$ cat src/rtl/isp_pkg.sv
package isp_pkg;

    // address and region geometry
    localparam int ADDR_W            = 48;
    localparam int PREC_BITS         = 2;
    localparam int SUCC_BITS         = 8;
    localparam int RECENT_DEPTH      = 2;
    localparam int HISTORY_DEPTH     = 16;
    localparam int LOOKUP_DEPTH      = 64;
    localparam int STREAM_ENTRIES    = 8;

    // derived widths
    localparam int NPOS      = PREC_BITS + SUCC_BITS;
    localparam int POS_W     = $clog2(NPOS);
    localparam int HIST_W    = $clog2(HISTORY_DEPTH);
    localparam int IDX_W     = $clog2(LOOKUP_DEPTH);
    localparam int AGE_W     = IDX_W;
    localparam int STR_W     = (STREAM_ENTRIES > 1) ? $clog2(STREAM_ENTRIES) : 1;
    localparam int STR_CNT_W = $clog2(STREAM_ENTRIES + 1);
    localparam int CMP_W     = (RECENT_DEPTH > 1) ? $clog2(RECENT_DEPTH) : 1;
    localparam int CMP_CNT_W = $clog2(RECENT_DEPTH + 1);
    localparam int LG_W      = 4;

    // configuration register map
    localparam int PADDR_W = 3;
    localparam logic [PADDR_W-3:0] REG_LOG_BLOCK_SIZE = '0;
    localparam logic [LG_W-1:0]    LG_RESET           = 4'd6;

    // item kinds
    localparam logic KIND_RETIRE = 1'b0;
    localparam logic KIND_FETCH  = 1'b1;

    typedef struct packed {
        logic              kind;
        logic [ADDR_W-1:0] address;
    } t_in_item;

    typedef struct packed {
        logic [ADDR_W-1:0] prefetch_address;
        logic              has_address;
        logic              last;
    } t_out_item;

    typedef struct packed {
        logic [ADDR_W-1:0]    trig;
        logic [PREC_BITS-1:0] prec;
        logic [SUCC_BITS-1:0] succ;
    } t_region;

    typedef struct packed {
        logic            start;
        logic [LG_W-1:0] lg;
        t_region         region;
    } t_pred_req;

endpackage

$ cat src/rtl/isp_pred_gen.sv
module isp_pred_gen
    import isp_pkg::*;
(
    input  logic      i_clk,
    input  logic      i_rst_n,
    input  t_pred_req i_req,
    input  logic      i_out_stall,
    output logic      o_out_valid,
    output t_out_item o_out_data,
    output logic      o_busy
);

    logic              r_busy;
    logic              r_empty;
    logic [NPOS-1:0]   r_vec;
    logic [ADDR_W-1:0] r_tb;
    logic [LG_W-1:0]   r_lg;
    logic [POS_W-1:0]  r_pos;
    logic              r_out_valid;
    t_out_item         r_out;

    logic              load_ok;
    logic              later;
    logic              cur_set;
    logic [ADDR_W-1:0] blk;
    logic [ADDR_W-1:0] blk_addr;
    logic [NPOS-1:0]   start_vec;

    // bit vector in emission order: preceding blocks nearest-last, then following blocks
    always_comb begin
        for (int p = 0; p < PREC_BITS; p++) begin
            start_vec[p] = i_req.region.prec[PREC_BITS-1-p];
        end
        for (int s = 0; s < SUCC_BITS; s++) begin
            start_vec[PREC_BITS+s] = i_req.region.succ[s];
        end
    end

    // current position address and whether more set bits follow
    always_comb begin
        load_ok = !r_out_valid || !i_out_stall;
        cur_set = r_vec[r_pos];
        later   = 1'b0;
        for (int p = 0; p < NPOS; p++) begin
            if (POS_W'(p) > r_pos && r_vec[p]) begin
                later = 1'b1;
            end
        end
        if (r_pos < POS_W'(PREC_BITS)) begin
            blk = r_tb - (ADDR_W'(PREC_BITS) - ADDR_W'(r_pos));
        end else begin
            blk = r_tb + (ADDR_W'(r_pos) - ADDR_W'(PREC_BITS) + ADDR_W'(1));
        end
        blk_addr = blk << r_lg;
    end

    // one position per cycle into the output register, while the output register is not held by a stall
    always_ff @(posedge i_clk) begin
        if (!i_rst_n) begin
            r_busy      <= 1'b0;
            r_out_valid <= 1'b0;
        end else begin
            if (i_req.start) begin
                r_busy  <= 1'b1;
                r_empty <= (start_vec == '0);
                r_vec   <= start_vec;
                r_tb    <= i_req.region.trig >> i_req.lg;
                r_lg    <= i_req.lg;
                r_pos   <= '0;
                if (r_out_valid && !i_out_stall) begin
                    r_out_valid <= 1'b0;
                end
            end else if (r_busy && load_ok) begin
                if (r_empty) begin
                    r_out.prefetch_address <= '0;
                    r_out.has_address      <= 1'b0;
                    r_out.last             <= 1'b1;
                    r_out_valid            <= 1'b1;
                    r_busy                 <= 1'b0;
                end else if (cur_set) begin
                    r_out.prefetch_address <= blk_addr;
                    r_out.has_address      <= 1'b1;
                    r_out.last             <= !later;
                    r_out_valid            <= 1'b1;
                    if (!later) begin
                        r_busy <= 1'b0;
                    end else begin
                        r_pos <= r_pos + POS_W'(1);
                    end
                end else begin
                    r_pos <= r_pos + POS_W'(1);
                    if (r_out_valid && !i_out_stall) begin
                        r_out_valid <= 1'b0;
                    end
                end
            end else if (r_out_valid && !i_out_stall) begin
                r_out_valid <= 1'b0;
            end
        end
    end

    assign o_out_valid = r_out_valid;
    assign o_out_data  = r_out;
    assign o_busy      = r_busy;

endmodule

$ cat config.mk
export PLATFORM = sky130hd
export DESIGN_NAME = isp_pred_gen
export DESIGN_NICKNAME = d
export VERILOG_FILES = /design/src/rtl/isp_pkg.sv /design/src/rtl/isp_pred_gen.sv
export SDC_FILE = /design/constraint.sdc
export NUM_CORES = 1
export LEC_CHECK = 0
export ABC_AREA = 0
export BUFFER_PORTS_ARGS = -buffer_cell sky130_fd_sc_hd__buf_4
export CELL_PAD_IN_SITES_DETAIL_PLACEMENT = 0
export CELL_PAD_IN_SITES_GLOBAL_PLACEMENT = 1
export CORE_ASPECT_RATIO = 0.7
export CORE_MARGIN = 10
export CORE_UTILIZATION = 35
export DETAILED_ROUTE_END_ITERATION = 8
export GPL_TIMING_DRIVEN = 0
export HOLD_SLACK_MARGIN = 0.12
export PLACE_DENSITY = 0.72
export SYNTH_ARGS = -nofsm -noshare
export SYNTH_HDL_FRONTEND = slang
export SYNTH_SLANG_ARGS = --single-unit
$ cat constraint.sdc
create_clock -name i_clk -period 6.8 [get_ports i_clk]
set_clock_uncertainty 0.2 [all_clocks]
set_input_delay 1.36 -clock i_clk [delete_from_list [all_inputs] [get_ports i_clk]]
set_output_delay 1.36 -clock i_clk [all_outputs]
set_load 0.01 [all_outputs]
==> flow_summary_export.csv, run 1 <==
group,metric,value,unit
status,run_status,"complete, no violations",
global_routing,global_route_wire_length_before_repair,64500,um
floorplan,horizontal_extent_of_the_die,242,um
layout,finish.instance_area,0.0142,mm^2
synthesis,synth_top_family_by_area,"compound AO/OA/AOI/OAI gates",
synthesis,yosys_most_used_dff,"edfxtp_1",
synthesis,ys_seq_area_share,29.3,%
synthesis,xor_and_xnor_area_share_after_synthesis,3.47,%
worst_setup_path,critical_path_peak_fanout,10,
timing,rsz0062_at_grt,"no",
pwr,power_density,232,mW/mm^2
route,detailedRoute.firstIterationViolations,1208,
layout,final_core_util,42.1,%
global_routing,grt_pass1_vias,11066,
synthesis,synth_adder_area_share,6.57,%
clock_tree,ctsRootBufferMaster,"clkbuf_16",
layout,nNetsFinal,1554,
pwr,max-vdd-ir-drop,187,uV
clock_tree,cts_tree,"done",
worst_hold_path,hold_path.class,"flop to flop",
worst_setup_path,crit_required,6840,ps
clock_tree,cts.reportedPaths.clkPinSlew,60,ps
synthesis,synth.net_count,1416,
timing,final-setup-viol-count,0,
floorplan,die_footprint,0.0426,mm^2
floorplan,num_rows,56,
worst_hold_path,worst_hold_path.num_cells,2,
worst_setup_path,rr_endpoint,"o_out_data[47]$_SDFFCE_PP0P_",
synthesis,synth.cells.most_frequent,"a21oi_1 (123), nand2_1 (121), edfxtp_1 (117), nor2_1 (106), mux2i_1 (77)",
clock_tree,max-clock-path-buffers,2,
global_routing,globalRoute.totalOverflow,0,
timing,timing.hold.ws,323,ps
route,route.detailed.drc,0,
floorplan,die_y,176,um
synthesis,ys_top_cells_by_area,"edfxtp_1 (29%), mux4_2 (12%), ha_1 (6.4%), mux2i_1 (6.4%), a21oi_1 (5.1%)",
synthesis,synth_edf_count,117,
synthesis,synth_seq_cells,119,
synthesis,postSynthAreaPerCell,9.41,um^2
placed_design,placed_cells_incl_taps,1870,
clock_tree,cts.sink_count,119,
global_routing,grt_antenna_before_repair,0,
floorplan,i_o_pin_total,118,
worst_setup_path,timing_worst_setup_path_type,"flop to flop",
timing,timing.setup.tns,0,ps
synthesis,synth_top_area_cell,"edfxtp_1",
worst_setup_path,cp.arrival,6420,ps
route,finalWirelength,41400,um
placed_design,dpl_cell_area,0.0136,mm^2
pwr,design_power_total,3.30,mW
clock_tree,tritoncts.num_buffers,17,
layout,layout-area-overhead-vs-synth,17.6,%
synthesis,muxShareOfSynthArea,20.1,%
worst_setup_path,worstSetupStartpointType,"flop",
route,antenna_violating_nets_post_route,0,
timing,final-max-slew-violation-count,0,
global_routing,grt_usage,19.2,%
timing,max_clock_freq,157,MHz
worst_setup_path,worst_setup_end_kind,"flop",
route,drtPass1Iterations,7,
floorplan,core_area,0.0338,mm^2
global_routing,largest_net_degree_at_the_start_of_global_routing,43,
job,max_cap_viol_count,0,
worst_setup_path,r2r_cells,19,
clock_tree,holdBufCountCts,0,
layout,instances_no_fill,1901,
route,route.detailed.wl_per_inst,21.8,um
timing,timing.final.ws_setup,420,ps
synthesis,syn-cell-area,0.0121,mm^2
synthesis,synth.lib_cells_used.distinct,93,
clock_tree,latest_clock_arrival_within_the_worst_skew_pair,440,ps
synthesis,synth_area_in_compound_gates,20.7,%
worst_hold_path,hp-start,"o_out_valid$_SDFF_PN0_",
route,via_per_inst,5.89,
pwr,leakage,5.36,nW
synthesis,synth_cells,1287,
synthesis,postSynth.asyncResetShare,0,%
synthesis,synthesis.yosys.warnings,0,
layout,layout-drive-gt1-share,20.3,%
timing,fin_crit_sh,93.8,%
placed_design,dp_worst_setup_slack,105,ps
worst_setup_path,ff2ff_setup_slack,420,ps
placed_design,place_congestion,0.953,
clock_tree,cts.htree.levels,4,
timing,hold_violations,0,
timing,worst_slew_margin_rel,41.7,%
layout,insertedDiodeCount,0,
synthesis,post-synth-top-count-cell,"a21oi_1",
layout,filler_cell_count,3362,
placed_design,hpwlAfterDp,33800,um
synthesis,synth_simple_gate_area_share,15.6,%
floorplan,start_util,35.8,%
placed_design,io_buffers,117,
timing,worstMarginPinSlew,874,ps
worst_setup_path,worst_r2r_startpoint,"r_pos[0]$_SDFFCE_PP0P_",
timing,layout_min_cycle_time,6380,ps
synthesis,netlist.area_leader.share,29.0,%
route,num_vias,11199,
worst_hold_path,holdPathEnd,"o_busy$_SDFFE_PN0P_",
## where the power goes
part	leakage (nW)	switching, mW	total, mW	internal (mW)
Sequential	1.06	0.0219	0.889	0.867
Combinational	4.02	0.894	1.47	0.579
Clock	0.284	0.366	0.942	0.576
## routing by layer
metal | wire length (um) | global-route usage, % | share of wire [%]
met1 | 19400 | 27.1 | 47
met2 | 17900 | 29.0 | 43
met3 | 3610 | 5.05 | 8.7
met4 | 510 | 3.68 | 1.2
met5 | 0 | 0 | 0
## state kept, by name, indices dropped and copies added (netlist names)
register / cells
o_out_data: 50
r_tb: 48
r_vec: 10
r_lg: 4
r_pos: 4
o_busy: 1
o_out_valid: 1
r_empty: 1
## kinds of logic (layout without fill, tap and decap cells)
group,count (synthesis),after routing
buf+inv,125,275
fa+ha+maj,63,63
compound gates,380,380
flops,119,119
simple gates,392,392
mux,160,160
xor+xnor,48,48
## worst max-delay path, stage by stage (launching register included)
cell       delay [ps]
edfxtp_1          500
buf_1             440
inv_1             160
ha_1              360
nor2b_1           190
nand2_1           110
ha_1              150
inv_1              50
a21oi_1           610
ha_1              360
buf_2             190
a21oi_1           260
nand2_1           110
a221oi_2          430
mux2_2            420
a2111oi_1         650
a311o_1           190
o21ai_0           140
or2_2             330
a311oi_1          310
## worst max path at each step
stage / slack (ps) / to / from / cells past startpoint
after floorplan: 1600 / o_out_data[45]$_SDFFCE_PP0P_ / r_pos[1]$_SDFFCE_PP0P_ / 17
after global placement: 170 / o_out_data[47]$_SDFFCE_PP0P_ / r_pos[1]$_SDFFCE_PP0P_ / 17
after detailed placement: 110 / o_out_data[47]$_SDFFCE_PP0P_ / r_pos[1]$_SDFFCE_PP0P_ / 17
after CTS: 40 / o_out_data[47]$_SDFFCE_PP0P_ / r_pos[1]$_SDFFCE_PP0P_ / 17
after global routing: 30 / o_out_data[47]$_SDFFCE_PP0P_ / r_pos[0]$_SDFFCE_PP0P_ / 19
final: 420 / o_out_data[47]$_SDFFCE_PP0P_ / r_pos[0]$_SDFFCE_PP0P_ / 19
## cells in the final DEF, fill, tap and decap left out, types with 12 or more instances in the layout
master | synthesis | final
nor2b_1 | 14 | 14
a21o_1 | 19 | 19
mux2_2 | 17 | 17
clkbuf_1 | 51 | 51
xnor2_1 | 28 | 28
nand2_1 | 121 | 121
a21oi_1 | 123 | 118
a211oi_1 | 41 | 41
xor2_1 | 20 | 20
mux2i_1 | 77 | 77
a31oi_1 | 15 | 15
nor3_1 | 24 | 23
edfxtp_1 | 117 | 117
o21a_1 | 13 | 13
mux4_2 | 65 | 65
buf_4 | 0 | 117
o21ai_1 | 12 | 12
clkbuf_16 | 0 | 17
nand4_1 | 19 | 19
inv_1 | 30 | 30
buf_2 | 17 | 17
ha_1 | 62 | 62
and2_1 | 24 | 23
nand3_1 | 26 | 26
o21ai_0 | 48 | 48
buf_1 | 20 | 20
nor2_1 | 106 | 106
## layout make-up
type / instances / area [um^2] / area share (%)
Multi-Input combinational cell: 1043 / 8090 / 56.8
Sequential cell: 119 / 3550 / 24.9
Timing Repair Buffer: 119 / 918 / 6.45
Tap cell: 464 / 581 / 4.08
Clock buffer: 17 / 425 / 2.99
Buffer: 90 / 374 / 2.63
Clock inverter: 14 / 174 / 1.22
Inverter: 35 / 131 / 0.922
## repair_timing
action                     CTS  global route
setup endpoints to repair    0             9
resized for setup            0             7
buffers inserted             0             0
Note: power is estimated with default switching activity, not from simulation.
==> inputs of run 2 (changes only) <==
--- a/config.mk
+++ b/config.mk
@@ -10,12 +10,12 @@
 export CELL_PAD_IN_SITES_DETAIL_PLACEMENT = 0
 export CELL_PAD_IN_SITES_GLOBAL_PLACEMENT = 1
 export CORE_ASPECT_RATIO = 0.7
-export CORE_MARGIN = 10
 export CORE_UTILIZATION = 35
+export CTS_CLUSTER_DIAMETER = 30
 export DETAILED_ROUTE_END_ITERATION = 8
 export GPL_TIMING_DRIVEN = 0
 export HOLD_SLACK_MARGIN = 0.12
-export PLACE_DENSITY = 0.72
+export PLACE_DENSITY_LB_ADDON = 0.1
 export SYNTH_ARGS = -nofsm -noshare
 export SYNTH_HDL_FRONTEND = slang
 export SYNTH_SLANG_ARGS = --single-unit
==> flow_summary_export.csv, run 2 (same netlist as run 1, synthesis figures left out) <==
group,metric,value,unit
status,run_status,"complete, no violations",
clock_tree,latest_clock_arrival_within_the_worst_skew_pair,450,ps
route,finalWirelength,42400,um
route,route.detailed.wl_per_inst,22.3,um
floorplan,die_y,158,um
layout,layout_commonest_cell,"nand2_1",
worst_setup_path,worst_r2r_startpoint,"r_pos[1]$_SDFFCE_PP0P_",
timing,worst_slew_margin_rel,27.6,%
worst_setup_path,critical_path_peak_fanout,9,
clock_tree,cts_tree,"done",
pwr,leakage,5.39,nW
route,route.detailed.drc,0,
global_routing,grt_pass1_vias,10657,
clock_tree,max-clock-path-buffers,2,
floorplan,num_rows,56,
placed_design,hpwlAfterDp,35000,um
timing,final-max-slew-violation-count,0,
global_routing,grt_antenna_before_repair,0,
pwr,power_report.internal_total,2.10,mW
layout,nNetsFinal,1554,
timing,max_clock_freq,156,MHz
worst_hold_path,hold_path.class,"flop to flop",
layout,layout-drive-gt1-share,20.3,%
route,antenna_violating_nets_post_route,0,
layout,largest_reg_flops,50,
clock_tree,tritoncts.num_buffers,17,
pwr,max-vdd-ir-drop,173,uV
floorplan,start_util,35.9,%
floorplan,i_o_pin_total,118,
worst_setup_path,timing_worst_setup_path_type,"flop to flop",
timing,rsz0062_at_grt,"no",
worst_setup_path,cp.arrival,6400,ps
timing,fin_crit_sh,94.2,%
pwr,design_power_total,3.40,mW
worst_setup_path,crit_required,6790,ps
global_routing,grt_usage,24.3,%
layout,finish.instance_area,0.0143,mm^2
floorplan,horizontal_extent_of_the_die,224,um
job,max_cap_viol_count,0,
route,drtPass1Iterations,5,
pwr,combinationalPowerShare,43.8,%
timing,timing.final.ws_setup,396,ps
placed_design,place_congestion,0.910,
floorplan,die_footprint,0.0354,mm^2
pwr,power.share.switching,38.3,%
floorplan,core_area,0.0338,mm^2
global_routing,largest_net_degree_at_the_start_of_global_routing,44,
timing,timing.setup.tns,0,ps
worst_setup_path,worstSetupStartpointType,"flop",
timing,hold_violations,0,
clock_tree,cts.htree.levels,4,
clock_tree,cts.sink_count,119,
placed_design,io_buffers,117,
clock_tree,cts.reportedPaths.clkPinSlew,60,ps
worst_setup_path,worst_setup_end_kind,"flop",
route,num_vias,11274,
layout,insertedDiodeCount,0,
worst_hold_path,hp-start,"o_out_valid$_SDFF_PN0_",
layout,multiInputGateArea,0.00808,mm^2
layout,layout-area-overhead-vs-synth,18.0,%
global_routing,global_route_wire_length_before_repair,64400,um
clock_tree,number_of_instances_resized_during_post_cts_repair,0,
timing,layout_min_cycle_time,6400,ps
layout,final_core_util,42.3,%
worst_setup_path,worst_setup_path_startpoint,"r_pos[1]$_SDFFCE_PP0P_",
route,via_per_inst,5.93,
pwr,power.share.clock,30.1,%
timing,worstMarginPinSlew,1090,ps
placed_design,dp_worst_setup_slack,165,ps
clock_tree,ctsRootBufferMaster,"clkbuf_16",
global_routing,globalRoute.totalOverflow,0,
layout,ff_latch_area,0.00355,mm^2
pwr,power_density,238,mW/mm^2
placed_design,dpl_cell_area,0.0136,mm^2
route,detailedRoute.firstIterationViolations,1061,
layout,filler_cell_count,3444,
pwr,power.sequential.fraction,26.1,%
clock_tree,post-cts-setup-buffer-count,0,
clock_tree,holdBufCountCts,0,
pwr,total_switching_power,1.30,mW
layout,mostFrequentLayoutCells,"nand2_1 (121), a21oi_1 (118), buf_4 (117), edfxtp_1 (117), nor2_1 (105)",
timing,final-setup-viol-count,0,
==> run 2: worst paths after layout <==
kind | end | slack, ps | cells after the start
hold / removal | o_out_valid$_SDFF_PN0_ | 330 | 2
setup / recovery | o_out_data[44]$_SDFFCE_PP0P_ | 400 | 19
setup reg to reg | o_out_data[44]$_SDFFCE_PP0P_ | 400 | 19
hold reg to reg | o_out_valid$_SDFF_PN0_ | 330 | 2
==> run 2: critical path, cell delays in order (launching register included) <==
cell and delay (ps):
edfxtp_1 560, inv_1 240, ha_1 290, a21oi_1 270
nor2b_1 160, nand2_1 90, ha_1 140, inv_1 40
a21oi_1 840, ha_1 470, a21oi_1 270, o21bai_1 90
a21oi_1 260, a2bb2oi_1 260, nand2_1 210, o21ai_1 310
a21oi_1 140, o311ai_0 660, mux2i_1 280, a221o_1 380
==> run 2: stage by stage <==
step / hold slack [ps] / instances
after CTS: 332 / 1902
after floorplan: 331 / 1287
final: 328 / 1902
after global routing: 355 / 1902
after detailed placement: 322 / 1870
after global placement: 317 / 1868
==> run 2: power by group through the flow <==
stage / Sequential, mW / Combinational [mW] / Clock [mW]
after floorplan: 0.901 / 1.03 / 0
after global placement: 0.907 / 1.45 / 0
after detailed placement: 0.905 / 1.45 / 0
after CTS: 0.890 / 1.46 / 1.04
after global routing: 0.893 / 1.62 / 1.06
final: 0.889 / 1.49 / 1.02
==> run 2: layout make-up <==
cell class                      count  share of cell area [%]
Buffer                             90                    2.63
Clock buffer                       17                    2.98
Sequential cell                   119                    24.9
Timing Repair Buffer              119                    6.43
Inverter                           35                   0.919
Clock inverter                     15                    1.55
Multi-Input combinational cell   1043                    56.6
Tap cell                          464                    4.06
==> run 2: layer usage <==
layer  vias up  global-route usage (%)  share of wire (%)
met5         -                       0                  0
met4         0                    4.99                1.2
met3        35                    6.03                8.9
met2       436                    33.9                 40
met1      5555                    37.2                 50
li1       5248                       -                  -
